## src/rtl/core/hsvrgb_pkg.sv

```systemverilog
// ----------------------------------------------------------------------------
// hsvrgb_pkg
// Shared constants and types for the HSV to RGB pixel converter.
// ----------------------------------------------------------------------------
package hsvrgb_pkg;

  localparam int HUE_W  = 12;
  localparam int LVL_W  = 8;
  localparam int REM_W  = 10;
  localparam int FRAC_W = 18;
  localparam int NUM_W  = LVL_W + FRAC_W;

  localparam logic [HUE_W-1:0]  SECTOR_SPAN = 12'd600;
  localparam logic [LVL_W-1:0]  FULL_SCALE  = 8'd255;
  localparam logic [FRAC_W-1:0] FRAC_DENOM  = 18'd153000;

  // Reciprocal of FRAC_DENOM, rounded up, scaled by 2^RECIP_SHIFT. The
  // error term times the largest numerator stays below 2^RECIP_SHIFT, so
  // the quotient comes out exact without a correction step.
  localparam int              RECIP_SHIFT = 44;
  localparam int              RECIP_W     = 27;
  localparam logic [RECIP_W-1:0] RECIP_M  = 27'd114981609;

  typedef enum logic [2:0] {
    SECTOR_0 = 3'd0,
    SECTOR_1 = 3'd1,
    SECTOR_2 = 3'd2,
    SECTOR_3 = 3'd3,
    SECTOR_4 = 3'd4,
    SECTOR_5 = 3'd5
  } sector_t;

endpackage

```

## src/rtl/core/hsvrgb_ifs.sv

```systemverilog
// ----------------------------------------------------------------------------
// hsvrgb_ifs
// Valid/ready channel interfaces for HSV input words and RGB result words.
// ----------------------------------------------------------------------------
interface hsvrgb_in_if;
  logic        valid;
  logic        ready;
  logic [11:0] hue_tenths;
  logic [7:0]  sat_level;
  logic [7:0]  val_level;

  modport source (output valid, output hue_tenths, output sat_level,
                  output val_level, input ready);
  modport sink   (input valid, input hue_tenths, input sat_level,
                  input val_level, output ready);
endinterface

interface hsvrgb_out_if;
  logic       valid;
  logic       ready;
  logic [7:0] red;
  logic [7:0] green;
  logic [7:0] blue;

  modport source (output valid, output red, output green, output blue,
                  input ready);
  modport sink   (input valid, input red, input green, input blue,
                  output ready);
endinterface

```

## src/rtl/core/hsvrgb_frac_div.sv

```systemverilog
// ----------------------------------------------------------------------------
// hsvrgb_frac_div
// Registered division of a numerator by the sector fraction denominator,
// done as a multiplication by its scaled reciprocal.
// ----------------------------------------------------------------------------
module hsvrgb_frac_div
  import hsvrgb_pkg::*;
(
  input  logic             clk,
  input  logic             en,
  input  logic [NUM_W-1:0] num,
  output logic [LVL_W-1:0] quo_r
);

  localparam int PROD_W = NUM_W + RECIP_W;

  logic [PROD_W-1:0] prod;
  logic [LVL_W-1:0]  quo_nxt;

  assign prod    = PROD_W'(num) * PROD_W'(RECIP_M);
  assign quo_nxt = prod[RECIP_SHIFT +: LVL_W];

  always_ff @(posedge clk) begin
    if (en) begin
      quo_r <= quo_nxt;
    end
  end

endmodule

```

## src/rtl/core/hsv_to_rgb_converter_unit.sv

```systemverilog
// ----------------------------------------------------------------------------
// hsv_to_rgb_converter_unit
// Five-stage pipelined conversion of one HSV pixel to 8-bit RGB.
// ----------------------------------------------------------------------------
// Takes one pixel word per clock while not stalled and returns its RGB word,
// with exact truncating arithmetic. The pipe has five register stages: hue
// split into sector and remainder, the products of saturation, the products
// with value, the division by 153000 through a reciprocal multiplier, and
// the output register. The whole pipe moves together: it advances whenever
// the output register is empty or its word is being taken, so in_word.ready
// follows out_word.ready and a stall holds every stage in place.
module hsv_to_rgb_converter_unit
  import hsvrgb_pkg::*;
(
  input  logic          clk,
  input  logic          rst_n,
  hsvrgb_in_if.sink     in_word,
  hsvrgb_out_if.source  out_word
);

  logic adv;

  logic s1_vld_r, s2_vld_r, s3_vld_r, s4_vld_r, out_vld_r;

  // Stage 1: sector and remainder
  sector_t          sector_nxt, s1_sector_r;
  logic [HUE_W-1:0] base_nxt;
  logic [HUE_W-1:0] rem_full;
  logic [REM_W-1:0] s1_rem_r;
  logic [LVL_W-1:0] s1_sat_r, s1_val_r;

  // Stage 2: saturation products
  logic [REM_W-1:0]  rem_inv;
  logic [LVL_W-1:0]  sat_inv;
  logic [FRAC_W-1:0] s2_qs_r, s2_ts_r;
  logic [2*LVL_W-1:0] s2_pn_r;
  logic [LVL_W-1:0]  s2_val_r;
  sector_t           s2_sector_r;

  // Stage 3: value products and p
  logic [FRAC_W-1:0]  qd, td;
  logic [NUM_W-1:0]   s3_nq_r, s3_nt_r;
  logic [2*LVL_W:0]   pn_inc;
  logic [3*LVL_W:0]   p_prod;
  logic [LVL_W-1:0]   s3_p_r, s3_val_r;
  sector_t            s3_sector_r;

  // Stage 4: quotients
  logic [LVL_W-1:0] s4_q_r, s4_t_r, s4_p_r, s4_val_r;
  sector_t          s4_sector_r;

  // Stage 5: output
  logic [LVL_W-1:0] red_nxt, green_nxt, blue_nxt;
  logic [LVL_W-1:0] red_r, green_r, blue_r;

  assign adv           = out_word.ready || !out_vld_r;
  assign in_word.ready = adv;

  // Hue is split by comparing against sector boundaries. The seventh
  // range, beyond a full turn, wraps to sector zero.
  always_comb begin
    if (in_word.hue_tenths >= HUE_W'(6 * SECTOR_SPAN)) begin
      sector_nxt = SECTOR_0;
      base_nxt   = HUE_W'(6 * SECTOR_SPAN);
    end else if (in_word.hue_tenths >= HUE_W'(5 * SECTOR_SPAN)) begin
      sector_nxt = SECTOR_5;
      base_nxt   = HUE_W'(5 * SECTOR_SPAN);
    end else if (in_word.hue_tenths >= HUE_W'(4 * SECTOR_SPAN)) begin
      sector_nxt = SECTOR_4;
      base_nxt   = HUE_W'(4 * SECTOR_SPAN);
    end else if (in_word.hue_tenths >= HUE_W'(3 * SECTOR_SPAN)) begin
      sector_nxt = SECTOR_3;
      base_nxt   = HUE_W'(3 * SECTOR_SPAN);
    end else if (in_word.hue_tenths >= HUE_W'(2 * SECTOR_SPAN)) begin
      sector_nxt = SECTOR_2;
      base_nxt   = HUE_W'(2 * SECTOR_SPAN);
    end else if (in_word.hue_tenths >= SECTOR_SPAN) begin
      sector_nxt = SECTOR_1;
      base_nxt   = SECTOR_SPAN;
    end else begin
      sector_nxt = SECTOR_0;
      base_nxt   = '0;
    end
  end

  assign rem_full = in_word.hue_tenths - base_nxt;

  assign rem_inv = REM_W'(SECTOR_SPAN) - s1_rem_r;
  assign sat_inv = FULL_SCALE - s1_sat_r;

  assign qd = FRAC_DENOM - s2_qs_r;
  assign td = FRAC_DENOM - s2_ts_r;

  // Division by 255 of a value up to 255*255: (x + 1) * 257 / 2^16.
  assign pn_inc = {1'b0, s2_pn_r} + 17'd1;
  assign p_prod = {pn_inc, 8'd0} + {8'd0, pn_inc};

  always_comb begin
    case (s4_sector_r)
      SECTOR_0: begin
        red_nxt = s4_val_r; green_nxt = s4_t_r;   blue_nxt = s4_p_r;
      end
      SECTOR_1: begin
        red_nxt = s4_q_r;   green_nxt = s4_val_r; blue_nxt = s4_p_r;
      end
      SECTOR_2: begin
        red_nxt = s4_p_r;   green_nxt = s4_val_r; blue_nxt = s4_t_r;
      end
      SECTOR_3: begin
        red_nxt = s4_p_r;   green_nxt = s4_q_r;   blue_nxt = s4_val_r;
      end
      SECTOR_4: begin
        red_nxt = s4_t_r;   green_nxt = s4_p_r;   blue_nxt = s4_val_r;
      end
      default: begin
        red_nxt = s4_val_r; green_nxt = s4_p_r;   blue_nxt = s4_q_r;
      end
    endcase
  end

  always_ff @(posedge clk) begin
    if (!rst_n) begin
      s1_vld_r  <= 1'b0;
      s2_vld_r  <= 1'b0;
      s3_vld_r  <= 1'b0;
      s4_vld_r  <= 1'b0;
      out_vld_r <= 1'b0;
    end else if (adv) begin
      s1_vld_r  <= in_word.valid;
      s2_vld_r  <= s1_vld_r;
      s3_vld_r  <= s2_vld_r;
      s4_vld_r  <= s3_vld_r;
      out_vld_r <= s4_vld_r;
    end
  end

  always_ff @(posedge clk) begin
    if (adv) begin
      s1_sector_r <= sector_nxt;
      s1_rem_r    <= rem_full[REM_W-1:0];
      s1_sat_r    <= in_word.sat_level;
      s1_val_r    <= in_word.val_level;

      s2_qs_r     <= FRAC_W'(s1_rem_r) * FRAC_W'(s1_sat_r);
      s2_ts_r     <= FRAC_W'(rem_inv) * FRAC_W'(s1_sat_r);
      s2_pn_r     <= {{LVL_W{1'b0}}, s1_val_r} * {{LVL_W{1'b0}}, sat_inv};
      s2_val_r    <= s1_val_r;
      s2_sector_r <= s1_sector_r;

      s3_nq_r     <= NUM_W'(s2_val_r) * NUM_W'(qd);
      s3_nt_r     <= NUM_W'(s2_val_r) * NUM_W'(td);
      s3_p_r      <= p_prod[2*LVL_W +: LVL_W];
      s3_val_r    <= s2_val_r;
      s3_sector_r <= s2_sector_r;

      s4_p_r      <= s3_p_r;
      s4_val_r    <= s3_val_r;
      s4_sector_r <= s3_sector_r;

      red_r       <= red_nxt;
      green_r     <= green_nxt;
      blue_r      <= blue_nxt;
    end
  end

  hsvrgb_frac_div u_div_q (
    .clk   (clk),
    .en    (adv),
    .num   (s3_nq_r),
    .quo_r (s4_q_r)
  );

  hsvrgb_frac_div u_div_t (
    .clk   (clk),
    .en    (adv),
    .num   (s3_nt_r),
    .quo_r (s4_t_r)
  );

  assign out_word.valid = out_vld_r;
  assign out_word.red   = red_r;
  assign out_word.green = green_r;
  assign out_word.blue  = blue_r;

  // A word taken at the input must occupy the first stage next cycle.
  a_accept_loads: assert property (@(posedge clk) disable iff (!rst_n)
    in_word.valid && in_word.ready |=> s1_vld_r)
    else $error("accepted word did not enter the first stage");

  // While the pipe is held, no stage may gain or lose a word.
  a_stall_holds: assert property (@(posedge clk) disable iff (!rst_n)
    !adv |=> $stable({s1_vld_r, s2_vld_r, s3_vld_r, s4_vld_r, out_vld_r}))
    else $error("pipe valid bits changed during a stall");

  // The remainder within a sector is always below one sector span.
  a_rem_range: assert property (@(posedge clk) disable iff (!rst_n)
    s1_vld_r |-> s1_rem_r < REM_W'(SECTOR_SPAN))
    else $error("sector remainder out of range");

  // The smaller channels never exceed the value channel.
  a_chan_bound: assert property (@(posedge clk) disable iff (!rst_n)
    s4_vld_r |-> s4_p_r <= s4_val_r && s4_q_r <= s4_val_r && s4_t_r <= s4_val_r)
    else $error("derived channel exceeds value level");

endmodule
```

## src/flat_wrapper.sv

```systemverilog
// flat-port wrapper written by rule: the top's interface ports become plain ports
module hsv_to_rgb_converter_unit_flat import hsvrgb_pkg::*;
  (clk, rst_n, in_word_valid, in_word_hue_tenths, in_word_sat_level, in_word_val_level, in_word_ready, out_word_valid, out_word_red, out_word_green, out_word_blue, out_word_ready);
  hsvrgb_in_if in_word_i ();
  hsvrgb_out_if out_word_i ();
  input  logic clk;
  input  logic rst_n;
  input wire logic [$bits(in_word_i.valid)-1:0] in_word_valid;
  input wire logic [$bits(in_word_i.hue_tenths)-1:0] in_word_hue_tenths;
  input wire logic [$bits(in_word_i.sat_level)-1:0] in_word_sat_level;
  input wire logic [$bits(in_word_i.val_level)-1:0] in_word_val_level;
  output wire logic [$bits(in_word_i.ready)-1:0] in_word_ready;
  output wire logic [$bits(out_word_i.valid)-1:0] out_word_valid;
  output wire logic [$bits(out_word_i.red)-1:0] out_word_red;
  output wire logic [$bits(out_word_i.green)-1:0] out_word_green;
  output wire logic [$bits(out_word_i.blue)-1:0] out_word_blue;
  input wire logic [$bits(out_word_i.ready)-1:0] out_word_ready;
  assign in_word_i.valid = in_word_valid;
  assign in_word_i.hue_tenths = in_word_hue_tenths;
  assign in_word_i.sat_level = in_word_sat_level;
  assign in_word_i.val_level = in_word_val_level;
  assign in_word_ready = in_word_i.ready;
  assign out_word_valid = out_word_i.valid;
  assign out_word_red = out_word_i.red;
  assign out_word_green = out_word_i.green;
  assign out_word_blue = out_word_i.blue;
  assign out_word_i.ready = out_word_ready;
  hsv_to_rgb_converter_unit u_core (.clk(clk), .rst_n(rst_n), .in_word(in_word_i), .out_word(out_word_i));
endmodule
```

## config.mk

```make
export PLATFORM = sky130hd
export DESIGN_NAME = hsv_to_rgb_converter_unit_flat
export DESIGN_NICKNAME = d
export VERILOG_FILES = /design/src/rtl/core/hsvrgb_pkg.sv /design/src/rtl/core/hsvrgb_ifs.sv /design/src/rtl/core/hsvrgb_frac_div.sv /design/src/rtl/core/hsv_to_rgb_converter_unit.sv /design/src/flat_wrapper.sv
export SDC_FILE = /design/constraint.sdc
export NUM_CORES = 2
export LEC_CHECK = 0
export BUFFER_PORTS_ARGS = -buffer_cell sky130_fd_sc_hd__buf_2
export CORE_MARGIN = 3
export CORE_UTILIZATION = 43
export DETAILED_ROUTE_END_ITERATION = 16
export MAX_ROUTING_LAYER = met4
export PLACE_DENSITY = 0.55
export SKIP_CTS_REPAIR_TIMING = 1
export SLEW_MARGIN = 20
export SYNTH_ARGS = -nofsm -noshare
export SYNTH_HDL_FRONTEND = slang
export SYNTH_SLANG_ARGS = --single-unit
```

## constraint.sdc

```tcl
create_clock -name clk -period 9.87 [get_ports clk]
set_input_delay 0.4935 -clock clk [delete_from_list [all_inputs] [get_ports clk]]
set_output_delay 0.4935 -clock clk [all_outputs]
set_load 0.01 [all_outputs]
```

==> flow_summary.ini <==
[layout]
drive_gt1_share_pct = 3.502
layout.nets = 6543
fillers = 10730
final_area_sq_um = 51980
area_growth_pct = 6.077

[clock_network]
htreeDepth = 1
numCtsBuffers = 29
cts_sinks = 225
clkTransAtPathRegs_ns = 0.07
cts-root-buf = clkbuf_16
clockBufferDepth = 3
clk_latency_ns = 0.61
cts_tree = done

[worst_setup_path]
critical_path.max_fanout = 8
crit_arrival_ns = 8.03
startpoint = u_core.s3_nt_r[15]
end_kind = flop
r2r-start = u_core.s3_nt_r[15]
path_class = flop to flop
required_ns = 10.21
setup.worst_path.start_class = flop

[logic_synthesis]
synthMuxAreaShare_pct = 0.9550
seq_area_frac_synth_pct = 13.69
synth_top_area_cell = fa_1
synth.area.top_cells = fa_1, ha_1, edfxtp_1
netlist_area_sq_um = 49000
synth-simple-area-share_pct = 8.917
synthArstFlopShare_pct = 0
synth_edf_count = 220
synth_ff_type = edfxtp_1
synth.distinct_cells = 68
synth_seq_cells = 225
syn_inst = 4832
synth_top_area_share_pct = 38.45
syn-mean-instance-area_sq_um = 10.14
synth_xor_area_share_pct = 2.949
ys_warn_count = 0
synth-adder-area-share_pct = 56.55
syn_nets = 6514
synth_compound_area_share_pct = 5.822
synth_top_family_by_area = adder cells

[global_routing]
grt_pass1_wl_um = 195800
grt_pass1_vias = 34610
grt_max_degree = 87
grt_util_all_layers_pct = 21.95
antenna_found_initial = 2
overflow = 0

[min_path]
min-delay-start = in_word_val_level[5]
min_path_type = input port to flop

[die]
start_util_pct = 43.44
design.core.area_sq_um = 112800
die_x_um = 343.6
rows = 123
dieArea_sq_um = 118000
die_y_um = 343.6
pin_count = 58

[drt]
maxUsedRoutingLayer = met4
wl_met2_um = 55820
wire_per_inst_um = 18.71
wl_met3_um = 4981
antenna_left = 0
wirelength_um = 119500
drtPass1Iterations = 5
vias = 31580
drcViolationCount = 0
via_per_inst = 4.947
met1Wirelength_um = 57240
drt_iter0_drc = 1621

[sta]
worst_slew_pin_slew_ns = 1.041
finalClockSkew_ns = 0.02474
rsz0062_at_grt = no
fmax_mhz = 130.0
min_period_over_period_pct = 77.93
hold_violations = 0
setup_tns_ns = 0
slew_headroom_pct = 30.33
finalCriticalPeriod_ns = 7.691
setup_viol = 0
slew_violations = 0

[placement]
dp_hpwl_um = 102400
dpl_cell_area_sq_um = 51020
place_congestion = 0.9948
numPortBuffers = 57

[outcome]
status = finished, final reports clean

[flow_run]
drv_cap = 0
[final cells by class]
class	count	area, sq um	area share (%)
Antenna cell	1	2.502	0.004814
Clock buffer	31	733.2	1.411
Tap cell	1500	1877	3.611
Inverter	1373	5161	9.930
Clock inverter	22	216.5	0.4164
Timing Repair Buffer	76	435.4	0.8377
Multi-Input combinational cell	3156	36850	70.89
Sequential cell	225	6706	12.90
[routing by layer]
layer  vias up  GRT usage (%)
met5         -              -
met4         0          2.687
met3        76          2.474
met2       499          35.18
met1     16070          31.05
li1      14930              -
[worst max-delay path, stage by stage (launching register included)]
cell and delay [ns]:
edfxtp_1 0.72, inv_1 0.21, ha_1 0.33, inv_1 0.23, fa_1 0.52, fa_1 0.48
fa_1 0.56, inv_1 0.05, fa_1 0.47, inv_1 0.05, fa_1 0.48, inv_1 0.05
fa_1 0.47, inv_1 0.04, ha_1 0.30, nand3_1 0.08, nor2_1 0.34, nand4_1 0.12
or3_1 0.41, nor4b_1 0.49, buf_4 0.27, nor2_1 0.09, o21ai_1 0.33, a221oi_1 0.14
xnor2_1 0.18
[path summary, 6_finish.rpt]
| check | end | slack [ns] | depth (start not counted) |
|---|---|---|---|
| max | u_core.u_div_t.quo_r[7] | 2.18 | 24 |
| min | u_core.s1_val_r[5] | 0.05 | 1 |
| max reg2reg | u_core.u_div_t.quo_r[7] | 2.18 | 24 |
| min reg2reg | u_core.s2_sector_r[2] | 0.41 | 0 |
[per-stage QoR]
stage | hold WS [ns] | instances | setup WS (ns) | utilization [%]
2_1_floorplan | 0.4003 | 4832 | 3.528 | -
3_3_place_gp | 0.4025 | 6330 | 2.152 | 45.23
3_5_place_dp | 0.4045 | 6330 | 2.124 | 45.23
4_1_cts | 0.01462 | 6383 | 2.117 | 46.07
5_1_grt | 0.03242 | 6384 | 1.826 | 46.08
6_report | 0.05300 | 6384 | 2.179 | 46.08
[sequential cells by signal, summed over array words and instances (netlist names), 10 cells and up]
signal and cells:
u_core.s2_pn_r 16, u_core.s3_nt_r 26, u_core.s2_qs_r 17, u_core.s3_nq_r 25
u_core.s1_rem_r 10, u_core.s2_ts_r 18
[cells by family after synthesis]
family	count (synthesis)
AOI/OAI and AO/OA	439
xor gates and xnor gates	165
adders and majority gates	1650
buffers and inverters	1451
DFF	225
muxes	44
and+or+nand+nor	858
[placed cells by master (no fill, tap or decap), types with 14 or more instances in the layout]
cell type / count
a21o_1: 57
o21bai_1: 16
buf_2: 57
xnor2_1: 120
nor2_1: 90
fa_1: 941
nand2b_1: 55
nand3_1: 46
o21ai_0: 57
nor2b_1: 92
edfxtp_1: 220
mux2i_1: 22
xor2_1: 45
nor3_1: 21
a21oi_1: 143
o21a_1: 23
buf_4: 17
clkbuf_16: 29
inv_1: 1371
and2_1: 185
mux2_2: 22
ha_1: 709
a211oi_1: 31
nand4_1: 19
o22ai_1: 14
nand2_1: 294
[synthesized netlist by cell type (all sizes together) (45+ instances only)]
cell / count
inv: 1373
fa: 941
ha: 709
nand2: 294
edfxtp: 220
and2: 185
a21oi: 147
xnor2: 120
nor2b: 92
nor2: 90
clkbuf: 77
o21ai: 70
a21o: 57
nand2b: 55
nand3: 46
xor2: 45
Power is not shown: default switching activity piles up to over one toggle a cycle in this logic, so the estimate is an artifact.
